## src/rtl/core/olst_pkg.sv

```systemverilog
package olst_pkg;

    localparam int CAPACITY    = 16;
    localparam int VALUE_WIDTH = 32;
    localparam int IDX_W       = $clog2(CAPACITY);
    localparam int CNT_W       = $clog2(CAPACITY + 1);
    localparam int QUEUE_DEPTH = 2;
    localparam int QPTR_W      = $clog2(QUEUE_DEPTH);
    localparam int QFILL_W     = $clog2(QUEUE_DEPTH + 1);

    typedef enum logic [1:0] {
        CMD_APPEND   = 2'd0,
        CMD_REMOVE   = 2'd1,
        CMD_DUMP_FWD = 2'd2,
        CMD_DUMP_BWD = 2'd3
    } t_cmd;

    typedef struct packed {
        t_cmd                          cmd;
        logic signed [VALUE_WIDTH-1:0] value;
    } t_word;

    typedef struct packed {
        logic  vld;
        logic  is_dump;
        t_word word;
    } t_req;

endpackage

```

## src/rtl/core/olst_front.sv

```systemverilog
module olst_front
    import olst_pkg::*;
(
    input  logic                          i_clk,
    input  logic                          i_rst_n,
    input  logic                          start,
    output logic                          busy,
    input  logic [1:0]                    i_cmd,
    input  logic signed [VALUE_WIDTH-1:0] i_value,
    input  logic                          i_ready,
    output t_req                          o_req
);

    t_word               r_queue [QUEUE_DEPTH];
    logic [QPTR_W-1:0]   r_wr_ptr;
    logic [QPTR_W-1:0]   r_rd_ptr;
    logic [QFILL_W-1:0]  r_fill;
    logic [QPTR_W-1:0]   n_wr_ptr;
    logic [QPTR_W-1:0]   n_rd_ptr;
    logic [QFILL_W-1:0]  n_fill;
    logic                push;
    logic                pop;
    t_word               head;

    assign busy = (r_fill == QFILL_W'(QUEUE_DEPTH));
    assign push = start && !busy;
    assign pop  = i_ready && (r_fill != '0);
    assign head = r_queue[r_rd_ptr];

    // classify the word at the head of the queue
    always_comb begin
        o_req.vld     = (r_fill != '0);
        o_req.word    = head;
        o_req.is_dump = (head.cmd == CMD_DUMP_FWD) || (head.cmd == CMD_DUMP_BWD);
    end

    always_comb begin
        n_wr_ptr = r_wr_ptr;
        n_rd_ptr = r_rd_ptr;
        n_fill   = r_fill;
        if (push) begin
            n_wr_ptr = (r_wr_ptr == QPTR_W'(QUEUE_DEPTH - 1)) ? '0 : r_wr_ptr + QPTR_W'(1);
        end
        if (pop) begin
            n_rd_ptr = (r_rd_ptr == QPTR_W'(QUEUE_DEPTH - 1)) ? '0 : r_rd_ptr + QPTR_W'(1);
        end
        if (push && !pop) begin
            n_fill = r_fill + QFILL_W'(1);
        end else if (pop && !push) begin
            n_fill = r_fill - QFILL_W'(1);
        end
    end

    always_ff @(posedge i_clk) begin
        if (!i_rst_n) begin
            r_wr_ptr <= '0;
            r_rd_ptr <= '0;
            r_fill   <= '0;
        end else begin
            r_wr_ptr <= n_wr_ptr;
            r_rd_ptr <= n_rd_ptr;
            r_fill   <= n_fill;
        end
    end

    always_ff @(posedge i_clk) begin
        if (push) begin
            r_queue[r_wr_ptr] <= '{cmd: t_cmd'(i_cmd), value: i_value};
        end
    end

endmodule

```

## src/rtl/core/olst_back.sv

```systemverilog
module olst_back
    import olst_pkg::*;
(
    input  logic                          i_clk,
    input  logic                          i_rst_n,
    input  t_req                          i_req,
    output logic                          o_ready,
    output logic                          o_strobe,
    output logic                          o_status,
    output logic signed [VALUE_WIDTH-1:0] o_item,
    output logic                          o_is_empty,
    output logic                          o_last
);

    typedef enum logic [3:0] {
        ST_IDLE   = 4'b0001,
        ST_SEARCH = 4'b0010,
        ST_SHIFT  = 4'b0100,
        ST_DUMP   = 4'b1000
    } t_state;

    logic signed [VALUE_WIDTH-1:0] r_mem [CAPACITY];
    logic signed [VALUE_WIDTH-1:0] r_rdata;

    t_state                        r_state, n_state;
    logic [CNT_W-1:0]              r_count, n_count;
    logic [CNT_W-1:0]              r_idx, n_idx;
    logic [CNT_W-1:0]              r_cidx, n_cidx;
    logic                          r_cvld, n_cvld;
    logic                          r_fwd, n_fwd;
    logic signed [VALUE_WIDTH-1:0] r_val, n_val;
    logic                          r_stb, n_stb;
    logic                          r_status, n_status;
    logic signed [VALUE_WIDTH-1:0] r_item, n_item;
    logic                          r_empty, n_empty;
    logic                          r_last, n_last;

    logic                          we;
    logic [IDX_W-1:0]              wa;
    logic signed [VALUE_WIDTH-1:0] wd;
    logic [CNT_W-1:0]              rd_pos;
    logic [IDX_W-1:0]              rd_addr;
    logic                          issue;
    logic                          hit;
    logic                          dump_last;

    assign o_ready    = (r_state == ST_IDLE);
    assign o_strobe   = r_stb;
    assign o_status   = r_status;
    assign o_item     = r_item;
    assign o_is_empty = r_empty;
    assign o_last     = r_last;

    assign issue     = (r_idx < r_count);
    assign hit       = r_cvld && (r_rdata == r_val);
    assign dump_last = (r_cidx == r_count - CNT_W'(1));
    assign rd_pos    = (r_state == ST_DUMP && !r_fwd) ? (r_count - CNT_W'(1) - r_idx) : r_idx;
    assign rd_addr   = rd_pos[IDX_W-1:0];

    always_comb begin
        n_state  = r_state;
        n_count  = r_count;
        n_idx    = r_idx;
        n_fwd    = r_fwd;
        n_val    = r_val;
        n_cvld   = 1'b0;
        n_cidx   = r_idx;
        n_stb    = 1'b0;
        n_status = 1'b0;
        n_item   = '0;
        n_empty  = r_empty;
        n_last   = 1'b0;
        we       = 1'b0;
        wa       = r_count[IDX_W-1:0];
        wd       = i_req.word.value;
        case (r_state)
            ST_IDLE: begin
                if (i_req.vld) begin
                    n_val = i_req.word.value;
                    n_fwd = (i_req.word.cmd == CMD_DUMP_FWD);
                    n_idx = '0;
                    if (i_req.is_dump) begin
                        if (r_count == '0) begin
                            n_stb   = 1'b1;
                            n_empty = 1'b1;
                            n_last  = 1'b1;
                        end else begin
                            n_state = ST_DUMP;
                        end
                    end else if (i_req.word.cmd == CMD_REMOVE) begin
                        n_state = ST_SEARCH;
                    end else begin
                        n_stb  = 1'b1;
                        n_last = 1'b1;
                        if (r_count == CNT_W'(CAPACITY)) begin
                            n_status = 1'b1;
                            n_empty  = (r_count == '0);
                        end else begin
                            we      = 1'b1;
                            n_count = r_count + CNT_W'(1);
                            n_empty = 1'b0;
                        end
                    end
                end
            end
            ST_SEARCH: begin
                n_cvld = issue;
                if (issue) begin
                    n_idx = r_idx + CNT_W'(1);
                end
                if (hit) begin
                    n_state = ST_SHIFT;
                end else if (!issue && !r_cvld) begin
                    n_stb   = 1'b1;
                    n_last  = 1'b1;
                    n_empty = (r_count == '0);
                    n_state = ST_IDLE;
                end
            end
            ST_SHIFT: begin
                n_cvld = issue;
                if (issue) begin
                    n_idx = r_idx + CNT_W'(1);
                end
                // move each later entry down by one
                if (r_cvld) begin
                    we = 1'b1;
                    wa = IDX_W'(r_cidx - CNT_W'(1));
                    wd = r_rdata;
                end
                if (!issue && !r_cvld) begin
                    n_count = r_count - CNT_W'(1);
                    n_stb   = 1'b1;
                    n_last  = 1'b1;
                    n_empty = (r_count == CNT_W'(1));
                    n_state = ST_IDLE;
                end
            end
            ST_DUMP: begin
                n_cvld = issue;
                if (issue) begin
                    n_idx = r_idx + CNT_W'(1);
                end
                if (r_cvld) begin
                    n_stb   = 1'b1;
                    n_item  = r_rdata;
                    n_empty = 1'b0;
                    n_last  = dump_last;
                    if (dump_last) begin
                        n_state = ST_IDLE;
                    end
                end
            end
            default: begin
                n_state = ST_IDLE;
            end
        endcase
    end

    always_ff @(posedge i_clk) begin
        if (!i_rst_n) begin
            r_state <= ST_IDLE;
            r_count <= '0;
            r_idx   <= '0;
            r_cvld  <= 1'b0;
            r_stb   <= 1'b0;
            r_empty <= 1'b1;
        end else begin
            r_state <= n_state;
            r_count <= n_count;
            r_idx   <= n_idx;
            r_cvld  <= n_cvld;
            r_stb   <= n_stb;
            r_empty <= n_empty;
        end
    end

    always_ff @(posedge i_clk) begin
        r_cidx   <= n_cidx;
        r_fwd    <= n_fwd;
        r_val    <= n_val;
        r_status <= n_status;
        r_item   <= n_item;
        r_last   <= n_last;
    end

    // entry store, one write and one registered read per cycle
    always_ff @(posedge i_clk) begin
        if (we) begin
            r_mem[wa] <= wd;
        end
        r_rdata <= r_mem[rd_addr];
    end

endmodule

```

## src/rtl/core/ordered_list_store_top.sv

```systemverilog
// Bounded ordered list of up to 16 signed 32-bit values. A word is taken when
// start is high and busy is low; two words can wait in the input queue, and
// busy rises only when that queue is full. Append answers with one result in
// the cycle after it leaves the queue. Remove scans the list and, on a match,
// moves every later entry down one place through the entry store, one read and
// one write a cycle. A dump of a non-empty list reads one entry a cycle and
// emits one result a cycle with no gaps, the last one flagged.
// Each result shows on the o_ ports for exactly one cycle with o_strobe high
// and cannot be held off, so the receiver must take it in that cycle.
module ordered_list_store_top
    import olst_pkg::*;
(
    input  logic                          i_clk,
    input  logic                          i_rst_n,
    input  logic                          start,
    output logic                          busy,
    input  logic [1:0]                    i_cmd,
    input  logic signed [VALUE_WIDTH-1:0] i_value,
    output logic                          o_strobe,
    output logic                          o_status,
    output logic signed [VALUE_WIDTH-1:0] o_item,
    output logic                          o_is_empty,
    output logic                          o_last
);

    t_req req;
    logic ready;

    olst_front u_front (
        .i_clk   (i_clk),
        .i_rst_n (i_rst_n),
        .start   (start),
        .busy    (busy),
        .i_cmd   (i_cmd),
        .i_value (i_value),
        .i_ready (ready),
        .o_req   (req)
    );

    olst_back u_back (
        .i_clk      (i_clk),
        .i_rst_n    (i_rst_n),
        .i_req      (req),
        .o_ready    (ready),
        .o_strobe   (o_strobe),
        .o_status   (o_status),
        .o_item     (o_item),
        .o_is_empty (o_is_empty),
        .o_last     (o_last)
    );

endmodule

```

## config.mk

```make
export PLATFORM = sky130hd
export DESIGN_NAME = ordered_list_store_top
export DESIGN_NICKNAME = d
export VERILOG_FILES = /design/src/rtl/core/olst_pkg.sv /design/src/rtl/core/olst_front.sv /design/src/rtl/core/olst_back.sv /design/src/rtl/core/ordered_list_store_top.sv
export SDC_FILE = /design/constraint.sdc
export NUM_CORES = 1
export LEC_CHECK = 0
export BUFFER_PORTS_ARGS = -buffer_cell sky130_fd_sc_hd__buf_2
export CORE_ASPECT_RATIO = 1.25
export CORE_MARGIN = 3
export CORE_UTILIZATION = 35
export CTS_BUF_LIST = sky130_fd_sc_hd__clkbuf_2 sky130_fd_sc_hd__clkbuf_4 sky130_fd_sc_hd__clkbuf_8
export DETAILED_ROUTE_END_ITERATION = 6
export SETUP_SLACK_MARGIN = 0.15
export SLEW_MARGIN = 20
export SYNTH_ARGS = -nofsm -noshare
export SYNTH_HDL_FRONTEND = slang
export SYNTH_SLANG_ARGS = --single-unit
```

## constraint.sdc

```tcl
create_clock -name i_clk -period 3.7 [get_ports i_clk]
set_clock_uncertainty 0.15 [all_clocks]
set_input_delay 0.37 -clock i_clk [delete_from_list [all_inputs] [get_ports i_clk]]
set_output_delay 0.37 -clock i_clk [all_outputs]
set_load 0.01 [all_outputs]
```

==> impl_metrics.csv, run 1 <==
group,metric,value,unit
outcome,status,"complete, no violations",
synth,yosys-top-cells-count,"613 x edfxtp_1, 230 x a211oi_1, 136 x mux2i_1",
sta,hold_viol,0,
place,dpl-instance-area,30400,um2
synth,synth_area_leaders,"edfxtp_1 65%, dfxtp_1 6.5%, a211oi_1 6.1%, mux2i_1 4.8%, mux2_2 2.5%",
global_route,grt_max_degree,129,
power,peakVddDrop,245,uV
floorplan,die_x,261,um
finish,drive_gt1_frac,0.224,
global_route,overflow,0,
drt,wl,71600,um
sta,relSlewSlack,0.274,
drt,drt-initial-drc-count,1341,
synth,synthArstFlopShare,0,
synth,synthCells,1765,
critical_path,worstPathRequired,3.87,ns
sta,max_freq,288,MHz
sta,drv_slew,0,
finish,regArea,20300,um2
sta,worst_pin_slew,1.08,ns
synth,yosysTopAreaCell,"edfxtp_1",
synth,ys_types,69,
critical_path,cp-start-kind,"flop",
power,power.density,570,nW/um2
synth,ys_warn_count,0,
synth,synthesis.area,28400,um2
floorplan,start_util,0.354,
drt,drc,0,
critical_path,critPathSlowestCell,"dfxtp_1",
place,gp_congestion,0.875,
sta,fin_crit_sh,0.938,
cts,path_clk_slew,0.07,ns
cts,cts_htree_levels,3,
critical_path,critPathKind,"flop to flop",
floorplan,pin_count,74,
synth,ys.flop_type,"edfxtp_1",
cts,clk_latency,0.70,ns
global_route,antenna_found_initial,2,
drt,via_count,16349,
finish,fin_util,0.411,
cts,cts_tree,"yes",
place,place_hpwl,41400,um
global_route,grt_pass1_wl,105000,um
finish,postLayoutCellArea,32900,um2
cts,cts.sinks,706,
floorplan,die_h,325,um
floorplan,die_area,84700,um2
power,p_leak,11.7,nW
place,place.port_buffers,73,
flow_run,max_cap_violations,0,
synth,syn_nets,1818,
finish,nFillCells,7202,
floorplan,rows,116,
drt,drtAntennaViolNets,0,
worst_hold_path,hp-class,"flop to flop",
floorplan,core,80300,um2
synth,synth.ff_latch_count,706,
sta,tns,0,ns
critical_path,crit_family,"simple AND/OR/NAND/NOR gates",
synth,synth_edf_count,613,
cts,cts_inserted_buffers,99,
synth,yosysMostFrequentCell,"edfxtp_1",
cts,clk_path_buf_depth,3,
critical_path,path_common_cell,"buf_4",
critical_path,cp.arrival,3.65,ns
finish,multi_input_area,7600,um2
critical_path,path_cells,"nor4b_1 -> o21ai_0 -> buf_4 -> nor3b_1 -> a31oi_1 -> nor2_4 -> buf_4",
global_route,grt_pass1_vias,16313,
synth,syn_area_per_cell,16.1,um2
sta,setup_viol,0,
critical_path,path_max_fanout,20,
drt,wl_per_cell,23.3,um
sta,finalCriticalPeriod,3.47,ns
finish,nNetsFinal,1982,
finish,area_growth,15.9,%
critical_path,worst-path-buf-inv,2,
critical_path,end_kind,"flop",
drt,first_pass_iters,5,
drt,vias_per_cell,5.32,
synth,ys_seq_area_frac,0.713,
sta,rsz0062_at_grt,"true",
global_route,grt_usage,0.165,
cts,root_buffer,"clkbuf_8",
synth,synth_top_cell_area_share,0.647,
critical_path,critPathMaxStageDelay,0.56,ns
==> cell usage in the layout (no fill, tap or decap), types with 20 or more instances in the layout <==
cell / n
or4_1: 37
and3_1: 32
a211oi_2: 33
clkbuf_4: 21
mux2_2: 64
a21boi_1: 49
dlygate4sd3_1: 36
mux2i_1: 136
edfxtp_1: 613
buf_12: 20
a211oi_1: 229
buf_4: 59
clkinv_1: 26
xor2_1: 35
nand2_1: 24
a21boi_0: 81
buf_2: 73
clkbuf_8: 113
dfxtp_1: 92
==> state kept, by name, summed over array words and instances (netlist names), 2 cells and up, named ones only <==
register         flops
u_back.n_cidx        5
u_back.o_item       32
u_back.r_cidx        5
u_back.r_count       5
u_back.r_mem       512
u_back.r_rdata      32
u_back.r_state       4
u_back.r_val        32
u_front.r_fill       2
u_front.r_queue     68
==> metal layers <==
layer  share of wire  GRT usage  up-vias  wire [um]
li1                -          -     7386          -
met1            0.42      0.219     8292      30100
met2            0.49      0.278      537      35300
met3           0.055     0.0215      134       3970
met4           0.032     0.0558        0       2260
met5               0          0        -          0
==> kinds of logic after synthesis <==
kind of cell / count (synthesis) / synth area share
AND/OR/NAND/NOR: 195 / 0.0405
multiplexers: 200 / 0.0732
AO/OA/AOI/OAI: 454 / 0.125
XOR/XNOR: 47 / 0.0145
adder cells (fa/ha/maj): 16 / 0.00731
flip-flops: 706 / 0.713
buffers and inverters: 147 / 0.0262
==> cell type report <==
class	count	area share
Antenna cell	1	0.0000760
Clock buffer	134	0.0520
Clock inverter	51	0.0104
Inverter	19	0.00216
Multi-Input combinational cell	912	0.231
Sequential cell	706	0.615
Tap cell	1062	0.0403
Timing Repair Buffer	191	0.0492
==> power by group <==
part | internal [mW] | total [mW] | switching [mW]
clock | 3.30 | 6.22 | 2.92
combinational | 0.772 | 2.44 | 1.67
sequential | 9.82 | 10.1 | 0.306
total | 13.9 | 18.8 | 4.90
==> what timing repair did <==
item	CTS	global route
endpoints found under the setup margin	0	141
buffers inserted	0	3
endpoints found under the hold margin	81	0
hold buffers	36	0
resized for setup	0	7
==> through the flow <==
| stage | worst slack, ns | power (mW) | hold WS [ns] | std cells |
|---|---|---|---|---|
| final | 0.229 | 18.8 | 0.255 | 3076 |
| after global routing | 0.0682 | 19.5 | 0.239 | 3076 |
| after CTS | 0.170 | 18.9 | 0.218 | 3071 |
| after detailed placement | 0.206 | 12.7 | 0.244 | 2850 |
| after global placement | 0.316 | 12.6 | 0.243 | 2850 |
| after floorplan | -0.258 | 11.6 | 0.213 | 1765 |
==> path summary, 6_finish.rpt <==
path,from,to,cells past startpoint,slack (ns)
max,u_back.r_state[0]$_SDFFE_PN1P_,u_back.r_mem[14][7]$_DFFE_PP_,7,0.23
min,u_back.n_cidx[4]$_SDFFE_PN0P_,u_back.r_cidx[4]$_DFF_P_,0,0.26
max reg2reg,u_back.r_state[0]$_SDFFE_PN1P_,u_back.r_mem[14][7]$_DFFE_PP_,7,0.23
min reg2reg,u_back.n_cidx[4]$_SDFFE_PN0P_,u_back.r_cidx[4]$_DFF_P_,0,0.26
Note: power is estimated with default switching activity, not from simulation.
==> run 2, diff against run 1 <==
--- a/config.mk
+++ b/config.mk
@@ -8,11 +8,11 @@
 export BUFFER_PORTS_ARGS = -buffer_cell sky130_fd_sc_hd__buf_2
 export CORE_ASPECT_RATIO = 1.25
 export CORE_MARGIN = 3
-export CORE_UTILIZATION = 35
+export CORE_UTILIZATION = 58
 export CTS_BUF_LIST = sky130_fd_sc_hd__clkbuf_2 sky130_fd_sc_hd__clkbuf_4 sky130_fd_sc_hd__clkbuf_8
 export DETAILED_ROUTE_END_ITERATION = 6
+export PLACE_DENSITY = 0.78
 export SETUP_SLACK_MARGIN = 0.15
-export SLEW_MARGIN = 20
 export SYNTH_ARGS = -nofsm -noshare
 export SYNTH_HDL_FRONTEND = slang
 export SYNTH_SLANG_ARGS = --single-unit
==> impl_metrics.csv, run 2 (synthesized netlist as in run 1, its figures left out) <==
group,metric,value,unit
outcome,status,"complete, no violations",
finish,regMostFlops,"u_back.r_mem",
cts,clk_latency,0.69,ns
worst_hold_path,hp-start,"u_back.n_cidx[4]$_SDFFE_PN0P_",
place,place_hpwl,40200,um
place,pre_cts_slack,0.329,ns
drt,via_count,16706,
floorplan,die_area,51700,um2
finish,nNetsFinal,1976,
worst_hold_path,hp-class,"flop to flop",
global_route,grt_pass1_vias,16793,
critical_path,worstPathRequired,4.09,ns
sta,fin_crit_sh,0.927,
sta,worst_pin_slew,1.12,ns
finish,area_growth,14.5,%
finish,top_regs,"u_back.r_mem x512, u_front.r_queue x68",
finish,largest_reg_flops,512,
critical_path,cp.arrival,3.82,ns
sta,max_freq,291,MHz
sta,worst_slack,0.268,ns
cts,cts_tree,"yes",
floorplan,die_h,254,um
sta,relSlewSlack,0.249,
cts,cts.sinks,706,
global_route,grt_pass1_wl,101000,um
finish,drive_gt1_frac,0.227,
drt,drtAntennaViolNets,0,
power,power.density,579,nW/um2
drt,wl,67800,um
worst_hold_path,hold_end,"u_back.r_cidx[4]$_DFF_P_",
global_route,overflow,0,
worst_hold_path,hold_path_depth,0,
critical_path,r2r-end,"u_back.r_rdata[24]$_DFF_P_",
power,p_leak,11.8,nW
finish,postLayoutCellArea,32500,um2
cts,cts_htree_levels,3,
drt,wl_per_cell,25.5,um
drt,vias_per_cell,6.30,
drt,first_pass_iters,5,
cts,root_buffer,"clkbuf_8",
global_route,grt_usage,0.260,
critical_path,r2r_cells,11,
floorplan,pin_count,74,
critical_path,cp-start-kind,"flop",
sta,setup_viol,0,
cts,path_clk_slew,0.07,ns
floorplan,rows,90,
drt,drt-initial-drc-count,1832,
sta,drv_slew,0,
floorplan,start_util,0.587,
place,dpl-instance-area,30000,um2
critical_path,path_max_fanout,32,
critical_path,timing.rr.start,"u_back.r_count[1]$_SDFFE_PN0P_",
global_route,antenna_found_initial,7,
sta,hold_viol,0,
cts,cts_inserted_buffers,98,
critical_path,critPathKind,"flop to flop",
power,peakVddDrop,308,uV
critical_path,end_kind,"flop",
floorplan,core,48400,um2
floorplan,die_x,204,um
critical_path,r2r_slack,0.27,ns
sta,finalCriticalPeriod,3.43,ns
finish,layout_common_cells,"613 x edfxtp_1, 230 x a211oi_1, 136 x mux2i_1",
place,gp_congestion,0.907,
flow_run,max_cap_violations,0,
sta,rsz0062_at_grt,"false",
cts,clk_path_buf_depth,3,
global_route,grt_max_degree,129,
finish,layout_commonest_cell,"edfxtp_1",
drt,drc,0,
place,place.port_buffers,73,
==> run 2: worst max path at each step <==
stage                                   startpoint                            end  slack, ns  cells after the start
floorplan           u_back.r_count[0]$_SDFFE_PN0P_  u_back.r_mem[12][0]$_DFFE_PP_      -0.26                      9
global placement    u_back.r_count[1]$_SDFFE_PN0P_     u_back.r_rdata[23]$_DFF_P_       0.46                     10
detailed placement  u_back.r_count[1]$_SDFFE_PN0P_     u_back.r_rdata[24]$_DFF_P_       0.33                     11
CTS                 u_back.r_count[1]$_SDFFE_PN0P_     u_back.r_rdata[24]$_DFF_P_       0.31                     11
global route        u_back.r_count[1]$_SDFFE_PN0P_     u_back.r_rdata[11]$_DFF_P_       0.15                     11
finish              u_back.r_count[1]$_SDFFE_PN0P_     u_back.r_rdata[24]$_DFF_P_       0.27                     11
==> run 2: critical path, cell delays in order, from the launching register on <==
cell,delay [ns]
dfxtp_1,0.31
inv_1,0.13
ha_1,0.26
xor2_1,0.27
ha_1,0.35
and3b_1,0.25
a211oi_1,0.49
o41ai_1,0.18
o31ai_4,0.12
buf_12,0.29
a211oi_1,0.07
or4_1,0.43
==> run 2: report_power, final <==
group,switching (mW),internal [mW]
clock network,2.85,3.48
logic,1.60,0.761
registers,0.319,9.82
==> run 2: what timing repair did <==
action | 4_1_cts | 5_1_grt
setup endpoints to repair | 0 | 42
hold buffers | 36 | 0
resized for setup | 0 | 3
buffers inserted | 0 | 0
hold endpoints to repair | 81 | 0
==> run 2: layer usage <==
layer | wire [um] | vias up | GRT usage | share of wire
met5 | 0 | - | 0 | 0
met4 | 3030 | 0 | 0.134 | 0.045
met3 | 6100 | 181 | 0.0474 | 0.090
met2 | 32700 | 804 | 0.418 | 0.48
met1 | 26000 | 8337 | 0.343 | 0.38
li1 | - | 7384 | - | -
==> run 2: area by class of cell <==
cell class                      instances  area (um2)
Timing Repair Buffer                  186        1690
Fill cell                            3137       15900
Antenna cell                            1        2.50
Tap cell                              644         806
Multi-Input combinational cell        912        7580
Inverter                               19        71.3
Clock inverter                         43         378
Sequential cell                       706       20300
Clock buffer                          142        1750
==> run 2: per-stage QoR <==
stage	total power [mW]	util	setup TNS, ns	instances	hold WS [ns]
after floorplan	11.6	-	-47.66	1765	0.213
after global placement	12.5	0.620	0	2431	0.244
after detailed placement	12.6	0.620	0	2431	0.233
after CTS	18.9	0.672	0	2652	0.220
after global routing	19.5	0.672	0	2653	0.249
final	18.8	0.672	0	2653	0.247
==> run 3, diff against run 2 <==
--- a/config.mk
+++ b/config.mk
@@ -7,11 +7,10 @@
 export LEC_CHECK = 0
 export BUFFER_PORTS_ARGS = -buffer_cell sky130_fd_sc_hd__buf_2
 export CORE_ASPECT_RATIO = 1.25
-export CORE_MARGIN = 3
-export CORE_UTILIZATION = 58
+export CORE_UTILIZATION = 55
 export CTS_BUF_LIST = sky130_fd_sc_hd__clkbuf_2 sky130_fd_sc_hd__clkbuf_4 sky130_fd_sc_hd__clkbuf_8
 export DETAILED_ROUTE_END_ITERATION = 6
-export PLACE_DENSITY = 0.78
+export PLACE_DENSITY = 0.74
 export SETUP_SLACK_MARGIN = 0.15
 export SYNTH_ARGS = -nofsm -noshare
 export SYNTH_HDL_FRONTEND = slang
==> impl_metrics.csv, run 3 (synthesized netlist as in run 1, its figures left out) <==
group,metric,value,unit
critical_path,path_max_fanout,11,
drt,drt-initial-drc-count,1467,
finish,regArea,20300,um2
power,switching_share,0.256,
critical_path,critPathMaxStageDelay,0.43,ns
place,pre_cts_slack,0.183,ns
global_route,grt_pass1_vias,16739,
critical_path,worst-path-buf-inv,2,
finish,nNetsFinal,1981,
cts,cts.sinks,706,
place,gp_congestion,0.897,
power,pwr-share-clk,0.334,
sta,rsz0062_at_grt,"false",
worst_hold_path,hold_path_depth,0,
drt,drtAntennaViolNets,0,
outcome,status,"complete, no violations",
sta,relSlewSlack,0.277,
drt,wl_per_cell,25.6,um
finish,layout_commonest_cell,"edfxtp_1",
global_route,grt_max_degree,129,
place,place_hpwl,40300,um
sta,worst_pin_slew,1.08,ns
finish,drive_gt1_frac,0.232,
global_route,grt_pass1_wl,101000,um
finish,largest_reg_flops,512,
finish,multi_input_area,7590,um2
critical_path,cp.depth,11,
cts,root_buffer,"clkbuf_8",
critical_path,critPathSlowestCell,"or4_1",
critical_path,cp.arrival,3.79,ns
critical_path,cp-start-kind,"flop",
critical_path,r2r_cells,11,
floorplan,rows,92,
floorplan,core,50800,um2
finish,nFillCells,3476,
flow_run,max_cap_violations,0,
global_route,grt_usage,0.261,
floorplan,die_x,205,um
drt,wl,68300,um
global_route,antenna_found_initial,2,
critical_path,crit_family,"compound AO/OA/AOI/OAI gates",
cts,path_clk_slew,0.07,ns
sta,worst_slack,0.295,ns
finish,finalNonFillerCells,2673,
floorplan,die_area,52600,um2
place,place.port_buffers,73,
finish,layout_common_cells,"613 x edfxtp_1, 230 x a211oi_1, 136 x mux2i_1",
finish,regMostFlops,"u_back.r_mem",
floorplan,die_h,256,um
floorplan,start_util,0.560,
floorplan,pin_count,74,
drt,first_pass_iters,7,
power,p_int,14.0,mW
power,p_comb_frac,0.127,
cts,cts_tree,"yes",
power,p_switching,4.81,mW
global_route,overflow,0,
critical_path,path_cells,"inv_1 -> ha_1 -> xor2_2 -> ha_1 -> and3b_1 -> o211ai_1 -> a211oi_1 -> o31ai_4 -> buf_6 -> a211oi_1 -> or4_1",
drt,via_count,16529,
finish,area_growth,14.8,%
sta,max_freq,294,MHz
finish,top_regs,"u_back.r_mem x512, u_front.r_queue x68",
power,peakVddDrop,268,uV
cts,clk_latency,0.69,ns
critical_path,end_kind,"flop",
cts,cts_inserted_buffers,100,
sta,drv_slew,0,
critical_path,worstPathRequired,4.08,ns
sta,finalCriticalPeriod,3.40,ns
sta,hold_viol,0,
worst_hold_path,hp-class,"flop to flop",
sta,fin_crit_sh,0.920,
cts,clk_path_buf_depth,3,
power,seq_power_share,0.539,
cts,cts_htree_levels,3,
critical_path,critPathKind,"flop to flop",
drt,vias_per_cell,6.18,
drt,drc,0,
sta,setup_viol,0,
power,p_leak,11.8,nW
place,dp.cells,2444,
power,power.density,577,nW/um2
power,p_total,18.8,mW
[run 3: layout make-up]
class,count,area share
diodes,1,0.0000767
clock buffers,162,0.0601
clock inverters,26,0.00499
inverters,19,0.00219
multi-input cells,912,0.233
flip-flops and latches,706,0.621
well taps,658,0.0252
repair buffers,189,0.0535
[run 3: worst paths after layout]
kind | slack, ns | startpoint | endpoint
min | 0.24 | u_back.n_cidx[4]$_SDFFE_PN0P_ | u_back.r_cidx[4]$_DFF_P_
max reg2reg | 0.30 | u_back.r_count[1]$_SDFFE_PN0P_ | u_back.r_rdata[12]$_DFF_P_
max | 0.30 | u_back.r_count[1]$_SDFFE_PN0P_ | u_back.r_rdata[12]$_DFF_P_
min reg2reg | 0.24 | u_back.n_cidx[4]$_SDFFE_PN0P_ | u_back.r_cidx[4]$_DFF_P_
[run 3: per-layer routing]
metal,GRT usage,wire [um],vias up,part of all wire
met4,0.126,2690,0,0.039
met3,0.0477,5460,166,0.080
li1,-,-,7379,-
met5,0,0,-,0
met1,0.336,26500,8217,0.39
met2,0.426,33700,767,0.49
[run 3: repair_timing]
action / CTS / global route
setup buffers: 0 / 4
endpoints found under the hold margin: 80 / 0
resized for setup: 0 / 7
endpoints found under the setup margin: 0 / 42
hold buffers: 36 / 0
[run 3: power groups by stage]
stage	sequential, mW	combinational (mW)	clock, mW
finish	10.1	2.39	6.29
global route	10.2	2.55	6.70
CTS	10.1	2.35	6.37
detailed placement	10.3	2.31	0
global placement	10.3	2.22	0
floorplan	10.2	1.47	0
[run 3: per-stage QoR]
stage	area, um2	TNS [ns]	utilization	hold slack (ns)
finish	32600	0	0.643	0.238
global route	32600	0	0.643	0.239
CTS	32600	0	0.641	0.226
detailed placement	30100	0	0.593	0.225
global placement	30100	0	0.593	0.238
floorplan	28400	-47.66	-	0.213
